File: config.mk
export PLATFORM = sky130hd
export DESIGN_NAME = rars_ctrl
export DESIGN_NICKNAME = d
export VERILOG_FILES = /design/src/rtl/core/rars_pkg.sv /design/src/rtl/core/rars_ctrl.sv
export SDC_FILE = /design/constraint.sdc
export NUM_CORES = 1
export LEC_CHECK = 0
export ABC_AREA = 1
export BUFFER_PORTS_ARGS = -buffer_cell sky130_fd_sc_hd__buf_2
export CORE_UTILIZATION = 45
export CTS_CLUSTER_DIAMETER = 40
export CTS_CLUSTER_SIZE = 16
export DETAILED_ROUTE_END_ITERATION = 8
export PLACE_DENSITY = 0.68
export SLEW_MARGIN = 5
export SYNTH_ARGS = -nofsm -noshare
export SYNTH_HDL_FRONTEND = slang
export SYNTH_SLANG_ARGS = --single-unit
File: constraint.sdc
create_clock -name clk -period 1.7 [get_ports clk]
set_input_delay 0.17 -clock clk [delete_from_list [all_inputs] [get_ports clk]]
set_output_delay 0.17 -clock clk [all_outputs]
set_load 0.005 [all_outputs]
File: src/rtl/core/rars_pkg.sv
// Shared types and constants of the range add / range sum tree.
package rars_pkg;

	localparam int DW = 64;
	localparam int FW = 11;

	localparam logic [FW-1:0] CNT_RST = 11'd1024;

	localparam logic [1:0] OP_ADD  = 2'd0;
	localparam logic [1:0] OP_UNDO = 2'd1;
	localparam logic [1:0] OP_SUM  = 2'd2;
	localparam logic [1:0] OP_LOAD = 2'd3;

	typedef enum logic [4:0] {
		CMD_NONE,
		CMD_CLR_INIT,
		CMD_CLR_STEP,
		CMD_LATCH,
		CMD_HIST_RD,
		CMD_HIST_LD,
		CMD_CLIP,
		CMD_Q_INIT_LO,
		CMD_Q_INIT_HI,
		CMD_Q_RD,
		CMD_Q_ACC,
		CMD_Q_MUL,
		CMD_Q_FIN_LO,
		CMD_Q_FIN_HI,
		CMD_U_INIT_LO,
		CMD_U_INIT_HI,
		CMD_U_MUL,
		CMD_U_RD,
		CMD_U_WR,
		CMD_OUT
	} cmd_t;

	typedef struct packed {
		logic       clr_last;
		logic       walk_end;
		logic       upd_end;
		logic       range_ok;
		logic [1:0] op;
	} status_t;

endpackage

File: src/rtl/core/rars_ctrl.sv
// Sequencer of the range add / range sum tree: issues datapath commands per request.
module rars_ctrl (
	input  logic             clk,
	input  logic             arst_n,
	input  logic             in_valid,
	output logic             in_stall,
	output logic             out_valid,
	input  logic             out_stall,
	output rars_pkg::cmd_t   cmd,
	input  rars_pkg::status_t status
);

	typedef enum logic [4:0] {
		S_CLR_INIT,
		S_CLR,
		S_IDLE,
		S_HRD,
		S_HLD,
		S_CLIP,
		S_DISP,
		S_QI_LO,
		S_QI_HI,
		S_QRD,
		S_QACC,
		S_QMUL,
		S_QFIN,
		S_UI_LO,
		S_UI_HI,
		S_UMUL,
		S_URD,
		S_UWR,
		S_OUT
	} state_t;

	state_t state_q;
	logic   hi_q;
	logic   out_valid_q;
	logic   out_free;

	assign out_free  = !out_valid_q || !out_stall;
	assign in_stall  = (state_q != S_IDLE);
	assign out_valid = out_valid_q;

	always_comb begin
		case (state_q)
			S_CLR_INIT: cmd = rars_pkg::CMD_CLR_INIT;
			S_CLR:      cmd = rars_pkg::CMD_CLR_STEP;
			S_IDLE:     cmd = in_valid ? rars_pkg::CMD_LATCH : rars_pkg::CMD_NONE;
			S_HRD:      cmd = rars_pkg::CMD_HIST_RD;
			S_HLD:      cmd = rars_pkg::CMD_HIST_LD;
			S_CLIP:     cmd = rars_pkg::CMD_CLIP;
			S_QI_LO:    cmd = rars_pkg::CMD_Q_INIT_LO;
			S_QI_HI:    cmd = rars_pkg::CMD_Q_INIT_HI;
			S_QRD:      cmd = status.walk_end ? rars_pkg::CMD_NONE : rars_pkg::CMD_Q_RD;
			S_QACC:     cmd = rars_pkg::CMD_Q_ACC;
			S_QMUL:     cmd = rars_pkg::CMD_Q_MUL;
			S_QFIN:     cmd = hi_q ? rars_pkg::CMD_Q_FIN_HI : rars_pkg::CMD_Q_FIN_LO;
			S_UI_LO:    cmd = rars_pkg::CMD_U_INIT_LO;
			S_UI_HI:    cmd = rars_pkg::CMD_U_INIT_HI;
			S_UMUL:     cmd = rars_pkg::CMD_U_MUL;
			S_URD:      cmd = status.upd_end ? rars_pkg::CMD_NONE : rars_pkg::CMD_U_RD;
			S_UWR:      cmd = rars_pkg::CMD_U_WR;
			S_OUT:      cmd = out_free ? rars_pkg::CMD_OUT : rars_pkg::CMD_NONE;
			default:    cmd = rars_pkg::CMD_NONE;
		endcase
	end

	always_ff @(posedge clk or negedge arst_n) begin
		if (!arst_n) begin
			state_q     <= S_CLR_INIT;
			hi_q        <= 1'b0;
			out_valid_q <= 1'b0;
		end else begin
			if (out_valid_q && !out_stall && state_q != S_OUT) begin
				out_valid_q <= 1'b0;
			end
			case (state_q)
				S_CLR_INIT: state_q <= S_CLR;
				S_CLR: begin
					if (status.clr_last) begin
						state_q <= S_IDLE;
					end
				end
				S_IDLE: begin
					if (in_valid) begin
						state_q <= S_HRD;
					end
				end
				S_HRD: state_q <= (status.op == rars_pkg::OP_UNDO) ? S_HLD : S_CLIP;
				S_HLD: state_q <= S_CLIP;
				S_CLIP: state_q <= S_DISP;
				S_DISP: begin
					if (!status.range_ok) begin
						state_q <= (status.op == rars_pkg::OP_SUM) ? S_OUT : S_IDLE;
					end else if (status.op == rars_pkg::OP_ADD ||
							status.op == rars_pkg::OP_UNDO) begin
						state_q <= S_UI_LO;
					end else begin
						state_q <= S_QI_LO;
					end
				end
				S_QI_LO: begin
					hi_q    <= 1'b0;
					state_q <= S_QRD;
				end
				S_QI_HI: begin
					hi_q    <= 1'b1;
					state_q <= S_QRD;
				end
				S_QRD: state_q <= status.walk_end ? S_QMUL : S_QACC;
				S_QACC: state_q <= S_QRD;
				S_QMUL: state_q <= S_QFIN;
				S_QFIN: begin
					if (!hi_q) begin
						state_q <= S_QI_HI;
					end else if (status.op == rars_pkg::OP_SUM) begin
						state_q <= S_OUT;
					end else begin
						state_q <= S_UI_LO;
					end
				end
				S_UI_LO: begin
					hi_q    <= 1'b0;
					state_q <= S_UMUL;
				end
				S_UI_HI: begin
					hi_q    <= 1'b1;
					state_q <= S_UMUL;
				end
				S_UMUL: state_q <= S_URD;
				S_URD: begin
					if (!status.upd_end) begin
						state_q <= S_UWR;
					end else begin
						state_q <= hi_q ? S_IDLE : S_UI_HI;
					end
				end
				S_UWR: state_q <= S_URD;
				S_OUT: begin
					if (out_free) begin
						out_valid_q <= 1'b1;
						state_q     <= S_IDLE;
					end
				end
				default: state_q <= S_IDLE;
			endcase
		end
	end

endmodule

==> results.toml, run 1 <==
[timing]
fmax_mhz = 562
hold_viol_final = 0
slew_headroom_pct = 74.2
rsz0062_at_grt = "true"
finalClockSkew_ns = 0.00424
finalSetupTns_ns = -0.235
final.period_utilization_pct = 105
tightestPinTransition_ns = 0.386
period_needed_ns = 1.78
slew_violations = 0
worst_slack_ns = -0.0800
finalSetupViolations = 4

[critical_path]
crit_path_end_kind = "output pin"
r2r_slack_ns = 0.09
crit_required_ns = 1.53
worstPathArrival_ns = 1.61
reg2reg_from = "state_q[0]$_DFFE_PN0P_"
worstReg2RegEnd = "state_q[1]$_DFFE_PN0P_"
crit_type = "flop to output pin"
startpoint_type = "flop"
path_max_fanout = 7
r2r_cells = 11

[clocking]
cts_buffer_depth = 2
cts-root-buf = "clkbuf_4"
cts.clk_slew.worst_paths_ns = 0.05
numClockSinks = 7
htreeDepth = 1
clock_latency_ns = 0.25
cts_tree = "built"
cts_made_buffers = 3

[logic_synthesis]
synth.distinct_cells = 22
ys_top_cells_by_area = "dfrtp_1 (22%), nand2_1 (19%), nor2_1 (12%), nand3_1 (8.1%), nand4_1 (5.4%)"
yosysTopAreaCell = "dfrtp_1"
syn_area_um2 = 806
seq_area_frac_synth_pct = 21.7
synth_area_per_cell_um2 = 5.71
synthCells = 141
syn_nets = 151
yosys_warnings = 0
ys_ff_latch = 7
yosysTopAreaCellShare_pct = 21.7

[floorplan]
initial_core_util_pct = 50.5
die_x_um = 44.3
die-area_um2 = 1960
ios = 17
core-area_um2 = 1590
die_h_um = 44.3
rows = 14

[placement]
preCtsSetupSlack_ns = 0.0943
place_area_um2 = 912
dp_hpwl_um = 1970
routabilityCongestion = 0.946
port_buffers = 16

[hold_path]
min_path_type = "input port to flop"
whs_path_depth = 3
worstHoldStart = "status[2]"
worstHoldEndpoint = "state_q[2]$_DFFE_PN0P_"

[route]
routed_wl_um = 2980
ant_nets = 0
drtPass1Iterations = 4
wl_per_cell_um = 14.7
drc = 0
drtIter0Drc = 58
vias = 1166
via_per_inst = 5.77

[global_routing]
grt_pass1_vias = 1014
grt_pass1_wl_um = 4720
grt_use_total_pct = 33.4
antenna_found_initial = 0
gr-total-overflow = 0
grt_max_degree = 14

[final_layout]
syn_to_final_growth_pct = 44.4
layout-drive-gt1-share_pct = 42.1
fin_area_um2 = 1160
final_cell_mix = "nand2_1 (36), nor2_1 (24), buf_2 (16), buf_4 (14), nand3_1 (13)"
final_util_pct = 73.0
antenna_cells = 0
mostFrequentLayoutCell = "nand2_1"
layout.nets = 189

[run_status]
outcome = "finished, violations left"
failed_checks = "setup timing"

[power]
p_per_area_nw_per_um2 = 1910
p_leak_nw = 0.610
vdd_drop_max_mv = 1.28

[job]
maxCapViolations = 0
## final cells by class
cell class | count | area [um2]
Multi-Input combinational cell | 113 | 606
Fill cell | 132 | 430
Timing Repair Buffer | 35 | 244
Sequential cell | 7 | 181
Inverter | 19 | 76.3
Tap cell | 24 | 30.0
Clock buffer | 4 | 26.3
## Yosys cell counts
cell / n
a21oi_1: 3
buf_4: 1
buf_6: 1
dfrtp_1: 7
inv_1: 11
inv_2: 8
nand2_1: 41
nand2_2: 1
nand3_1: 13
nand3_2: 3
nand4_1: 7
nor2_1: 26
nor2_2: 4
nor2_4: 1
nor3_1: 2
nor3_2: 1
nor3b_1: 1
o2111ai_1: 3
o211ai_1: 1
o21ai_0: 3
o21ai_1: 2
or2_1: 1
## worst max-delay path by stage
stage / start / endpoint / slack [ns] / cells past startpoint
after floorplan: state_q[1]$_DFFE_PN0P_ / cmd[0] / 0.38 / 7
after global placement: state_q[4]$_DFFE_PN0P_ / state_q[0]$_DFFE_PN0P_ / 0.11 / 10
after detailed placement: state_q[1]$_DFFE_PN0P_ / cmd[0] / 0.09 / 8
after CTS: state_q[0]$_DFFE_PN0P_ / cmd[0] / -0.04 / 8
after global routing: state_q[0]$_DFFE_PN0P_ / cmd[0] / -0.17 / 8
final: state_q[4]$_DFFE_PN0P_ / cmd[0] / -0.08 / 7
## repair_timing
action                                 4_1_cts  5_1_grt
hold buffers                                 1        0
pin swaps                                    7        6
endpoints found under the hold margin        7        0
setup endpoints to repair                    4        5
setup buffers                               10        6
gates resized for setup                     14       19
## power breakdown
group          switching (mW)  total, mW  internal [mW]
clock                  0.0597      0.149         0.0894
combinational           0.959       1.66          0.704
sequential              0.156      0.405          0.249
## metrics by stage
stage	total power, mW	cells	hold WS, ns
floorplan	1.17	141	-0.126
global placement	1.52	181	0.00390
detailed placement	1.52	181	0.00739
CTS	1.93	196	0.192
global route	2.37	202	0.217
finish	2.22	202	0.214
## cells by family (layout without fill, tap and decap cells)
| kind of cell | count (synthesis) | after routing | share of synthesized area, % |
|---|---|---|---|
| buffers and inverters | 21 | 58 | 11.2 |
| AOI/OAI and AO/OA | 12 | 12 | 9.16 |
| DFF | 7 | 7 | 21.7 |
| and+or+nand+nor | 101 | 101 | 57.9 |
## metal layers
layer	part of all wire [%]	GRT usage (%)
met2	44	51.8
met5	0	0
met4	5.6	13.3
met3	12	9.39
met1	38	43.9
## registers in the layout, summed over array words and instances (netlist names)
signal,cells
state_q,5
hi_q,1
out_valid,1
## critical path: stages (launching register included)
cell and delay (ns):
dfrtp_2 0.48, nor3_4 0.22, nand2_1 0.12, or2_1 0.25, nand2_1 0.07, inv_1 0.04, nand4_1 0.07, buf_2 0.11
Power figures use the tool's default switching activity.
==> run 2: changes to the inputs <==
BUFFER_PORTS_ARGS = not set   (was -buffer_cell sky130_fd_sc_hd__buf_2)
DONT_BUFFER_PORTS = 1   (was not set)
PLACE_DENSITY = not set   (was 0.68)
SKIP_LAST_GASP = 1   (was not set)
==> results.toml, run 2 (synthesis gave the netlist of run 1 again) <==
[run_status]
outcome = "finished, violations left"
failed_checks = "setup timing"

[placement]
place_area_um2 = 825
placedCellCount = 164
port_buffers = 0
dp_hpwl_um = 1950
routabilityCongestion = 0.958

[clocking]
cts_buffer_depth = 2
cts_made_buffers = 3
cts.clk_slew.worst_paths_ns = 0.05
numClockSinks = 7
htreeDepth = 1
cts_tree = "built"
cts-root-buf = "clkbuf_4"
clock_latency_ns = 0.25

[timing]
worst_slack_ns = -0.000317
finalSetupViolations = 1
slew_headroom_pct = 77.1
period_needed_ns = 1.70
finalClockSkew_ns = 0.00245
final.period_utilization_pct = 100
fmax_mhz = 588
hold_viol_final = 0
slew_violations = 0
tightestPinTransition_ns = 0.340
rsz0062_at_grt = "true"

[critical_path]
path_max_fanout = 7
cpPeakStageDelay_ns = 0.49
path_cells = "nor3_4 -> nand2_1 -> or2_1 -> nand2_1 -> inv_1 -> nand4_1"
crit_buf_inv = 1
worstPathArrival_ns = 1.53
crit_required_ns = 1.53
crit_slowest_cell = "dfrtp_2"
cpMostUsedCell = "nand2_1"
crit_type = "flop to output pin"
crit_path_end_kind = "output pin"
cp_top_family = "simple AND/OR/NAND/NOR gates"
startpoint_type = "flop"

[final_layout]
top_register = "state_q"
final_cell_mix = "nand2_1 (41), nor2_1 (26), nand3_1 (13), inv_1 (11), buf_4 (8)"
layout.nets = 163
stdcell_count = 176
antenna_cells = 0
syn_to_final_growth_pct = 17.4
largest_register_ffs = 5
fin_area_um2 = 946
mostFrequentLayoutCell = "nand2_1"
layout-drive-gt1-share_pct = 24.3

[global_routing]
grt_use_total_pct = 27.3
antenna_found_initial = 0
gr-total-overflow = 0
grt_pass1_vias = 915
grt_pass1_wl_um = 3940
grt_max_degree = 15

[power]
power.share.combinational_pct = 69.6
power.internal_mw = 0.776
p_leak_nw = 0.484
pwr-share-clk_pct = 8.4
netSwitchingPower_mw = 0.997
switching_share_pct = 56.2
p_per_area_nw_per_um2 = 1870
vdd_drop_max_mv = 1.11
sequentialPowerShare_pct = 22.0

[route]
routed_wl_um = 2530
ant_nets = 0
via_per_inst = 5.84
wl_per_cell_um = 14.4
vias = 1028
drtPass1Iterations = 4
drtIter0Drc = 87
drc = 0

[floorplan]
die_x_um = 44.3
initial_core_util_pct = 50.5
ios = 17
die-area_um2 = 1960
die_h_um = 44.3
core-area_um2 = 1590
rows = 14

[hold_path]
min_path_type = "input port to flop"

[job]
maxCapViolations = 0
[run 2: cell count changes in the layout (fill, tap and decap cells not counted), sizes merged]
cell    before  now
clkbuf       4    3
inv         19   18
clkinv       0    2
buf         34    8
[run 2: final cells by class]
type,count,area (um2)
tap,24,30.0
clock buffer,3,22.5
sequential,7,181
timing repair buffer,9,70.1
fill,156,648
inverter,19,76.3
multi-input combinational,113,561
clock inverter,1,5.00
[run 2: final timing paths]
kind	startpoint	end	slack, ns	cells past startpoint
setup reg to reg	state_q[1]$_DFFE_PN0P_	state_q[0]$_DFFE_PN0P_	0.09	9
setup / recovery	state_q[4]$_DFFE_PN0P_	cmd[0]	-0.0003	6
min in group asynchronous	arst_n	out_valid$_DFF_PN0_	0.25	1
hold / removal	out_stall	out_valid$_DFF_PN0_	0.1	2
max in group asynchronous	arst_n	state_q[0]$_DFFE_PN0P_	1.18	1
hold reg to reg	out_valid$_DFF_PN0_	out_valid$_DFF_PN0_	0.60	2
[run 2: power by group through the flow]
stage / Sequential (mW) / Combinational, mW / Clock, mW
after floorplan: 0.319 / 0.855 / 0
after global placement: 0.369 / 1.07 / 0
after detailed placement: 0.368 / 1.06 / 0
after CTS: 0.370 / 1.16 / 0.157
after global routing: 0.399 / 1.35 / 0.164
final: 0.390 / 1.23 / 0.149
[run 2: timing repair]
action	CTS	global route
buffers inserted	3	4
pin swaps	2	1
hold endpoints to repair	7	0
endpoints found under the setup margin	3	5
hold buffers	1	0
resized for setup	5	8
[run 2: metal layers]
metal / track usage, % / up-vias / wire (um)
li1: - / 484 / -
met1: 34.8 / 449 / 976
met2: 45.9 / 79 / 1150
met3: 4.08 / 16 / 284
met4: 11.5 / 0 / 127
met5: 0 / - / 0
[run 2: metrics by stage]
step / hold WS [ns] / utilization (%) / setup WS, ns / total power, mW / setup TNS (ns)
finish: 0.0968 / 59.3 / -0.000317 / 1.77 / -0.000317
global route: 0.112 / 59.3 / -0.0602 / 1.91 / -0.0602
CTS: 0.0884 / 56.3 / 0.00917 / 1.68 / 0
detailed placement: -0.125 / 51.7 / 0.0749 / 1.43 / 0
global placement: -0.125 / 51.7 / 0.0314 / 1.44 / 0
floorplan: -0.126 / - / 0.382 / 1.17 / 0
[run 2: worst reg2reg max path, stage by stage, from the launching register on]
cell,delay (ns)
dfrtp_2,0.45
nor2_2,0.20
nand2_1,0.07
nor2_1,0.24
nand2_1,0.16
nor2_1,0.13
nor2_1,0.07
nand3_1,0.10
nand2_1,0.06
nand2_1,0.07
==> run 3: changes to the inputs <==
clock period = 2 ns   (was 1.7 ns; I/O delays follow)
==> results.toml, run 3 (synthesis gave the netlist of run 1 again) <==
[route]
drtPass1Iterations = 4
wl_per_cell_um = 13.5
via_per_inst = 5.73
drtIter0Drc = 57
drc = 0
vias = 962
ant_nets = 0
routed_wl_um = 2270

[job]
maxCapViolations = 0

[timing]
finalClockSkew_ns = 0.00348
finalSetupViolations = 0
fmax_mhz = 524
whs_ns = 0.126
tightestPinTransition_ns = 0.411
slew_headroom_pct = 72.4
period_needed_ns = 1.91
worst_slack_ns = 0.0924
finalSetupTns_ns = 0
slew_violations = 0
rsz0062_at_grt = "false"
hold_viol_final = 0
final.period_utilization_pct = 95.4

[clocking]
cts_setup_buffers = 0
cts-root-buf = "clkbuf_4"
cts_buffer_depth = 2
cts_tree = "built"
cts.clk_slew.worst_paths_ns = 0.05
htreeDepth = 1
clock_latency_ns = 0.24
cts_made_buffers = 3
numClockSinks = 7

[final_layout]
syn_to_final_growth_pct = 5.90
largest_register_ffs = 5
final_cell_mix = "nand2_1 (41), nor2_1 (26), nand3_1 (13), inv_1 (11), inv_2 (8)"
mostFrequentLayoutCell = "nand2_1"
layout.nets = 155
top_register = "state_q"
final_util_pct = 53.5
antenna_cells = 0
layout-drive-gt1-share_pct = 14.6
fillerInstances = 174

[global_routing]
antenna_found_initial = 0
grt_max_degree = 15
grt_pass1_vias = 783
grt_pass1_wl_um = 3680
gr-total-overflow = 0
grt_use_total_pct = 25.7

[run_status]
outcome = "finished, final reports clean"

[critical_path]
crit_path_end_kind = "output pin"
path_cells = "inv_2 -> nand3_1 -> a21oi_1 -> nor2_1 -> nand4_1"
path_max_fanout = 14
worstPathArrival_ns = 1.71
cpPeakStageDelay_ns = 0.47
crit_type = "flop to output pin"
startpoint_type = "flop"
crit_slowest_cell = "dfrtp_1"
crit_required_ns = 1.80

[floorplan]
initial_core_util_pct = 50.5
die-area_um2 = 1960
rows = 14
ios = 17
die_h_um = 44.3
die_x_um = 44.3
core-area_um2 = 1590

[power]
p_total_mw = 1.33
p_leak_nw = 0.448
p_per_area_nw_per_um2 = 1560
vdd_drop_max_mv = 0.847

[placement]
routabilityCongestion = 1.06
port_buffers = 0
preCtsSetupSlack_ns = 0.289
dp_hpwl_um = 1870

[hold_path]
min_path_type = "input port to flop"
[run 3: cell count changes in the layout (fill, tap and decap cells not counted), sizes merged]
cell / delta
clkinv: -2
clkbuf: +1
buf: -8
inv: +1
[run 3: cell type report]
cell class | count | area [um2] | share of cell area, %
multi-input combinational | 113 | 541 | 63.3
sequential | 7 | 175 | 20.5
inverter | 19 | 71.3 | 8.36
tap | 24 | 30.0 | 3.52
clock buffer | 4 | 26.3 | 3.08
timing repair buffer | 1 | 10.0 | 1.17
[run 3: power breakdown]
part,switching (mW),internal [mW]
clock network,0.0463,0.0758
registers,0.112,0.203
logic,0.605,0.289
total,0.763,0.568
[run 3: per-stage QoR]
stage,instance area (um2),instances
floorplan,806,141
global placement,817,163
detailed placement,817,163
CTS,853,168
global route,853,168
finish,853,168
[run 3: metal layers]
| metal | track usage (%) | part of all wire (%) |
|---|---|---|
| met1 | 38.1 | 44 |
| met2 | 39.7 | 46 |
| met3 | 4.90 | 9.0 |
| met4 | 3.64 | 0 |
| met5 | 0 | 0 |
[run 3: critical path: cells and delay by family, from the launching register on]
| family | cells | cell delay, ns |
|---|---|---|
| AND/OR/NAND/NOR | 3 | 0.42 |
| AO/OA/AOI/OAI | 1 | 0.32 |
| buffers and inverters | 1 | 0.26 |
| flip-flops | 1 | 0.47 |
[run 3: timing repair]
| action | in CTS | in global routing |
|---|---|---|
| endpoints found under the hold margin | 7 | 0 |
| gates resized for setup | 0 | 0 |
| hold buffers | 1 | 0 |
[run 3: final timing paths]
kind | slack [ns] | to | from | depth (start not counted)
max | 0.09 | cmd[1] | state_q[4]$_DFFE_PN0P_ | 5
min | 0.13 | out_valid$_DFF_PN0_ | out_stall | 2
max reg2reg | 0.21 | state_q[1]$_DFFE_PN0P_ | state_q[4]$_DFFE_PN0P_ | 8
min reg2reg | 0.58 | out_valid$_DFF_PN0_ | out_valid$_DFF_PN0_ | 2
max in group asynchronous | 1.48 | hi_q$_DFFE_PN0P_ | arst_n | 1
min in group asynchronous | 0.28 | state_q[2]$_DFFE_PN0P_ | arst_n | 1
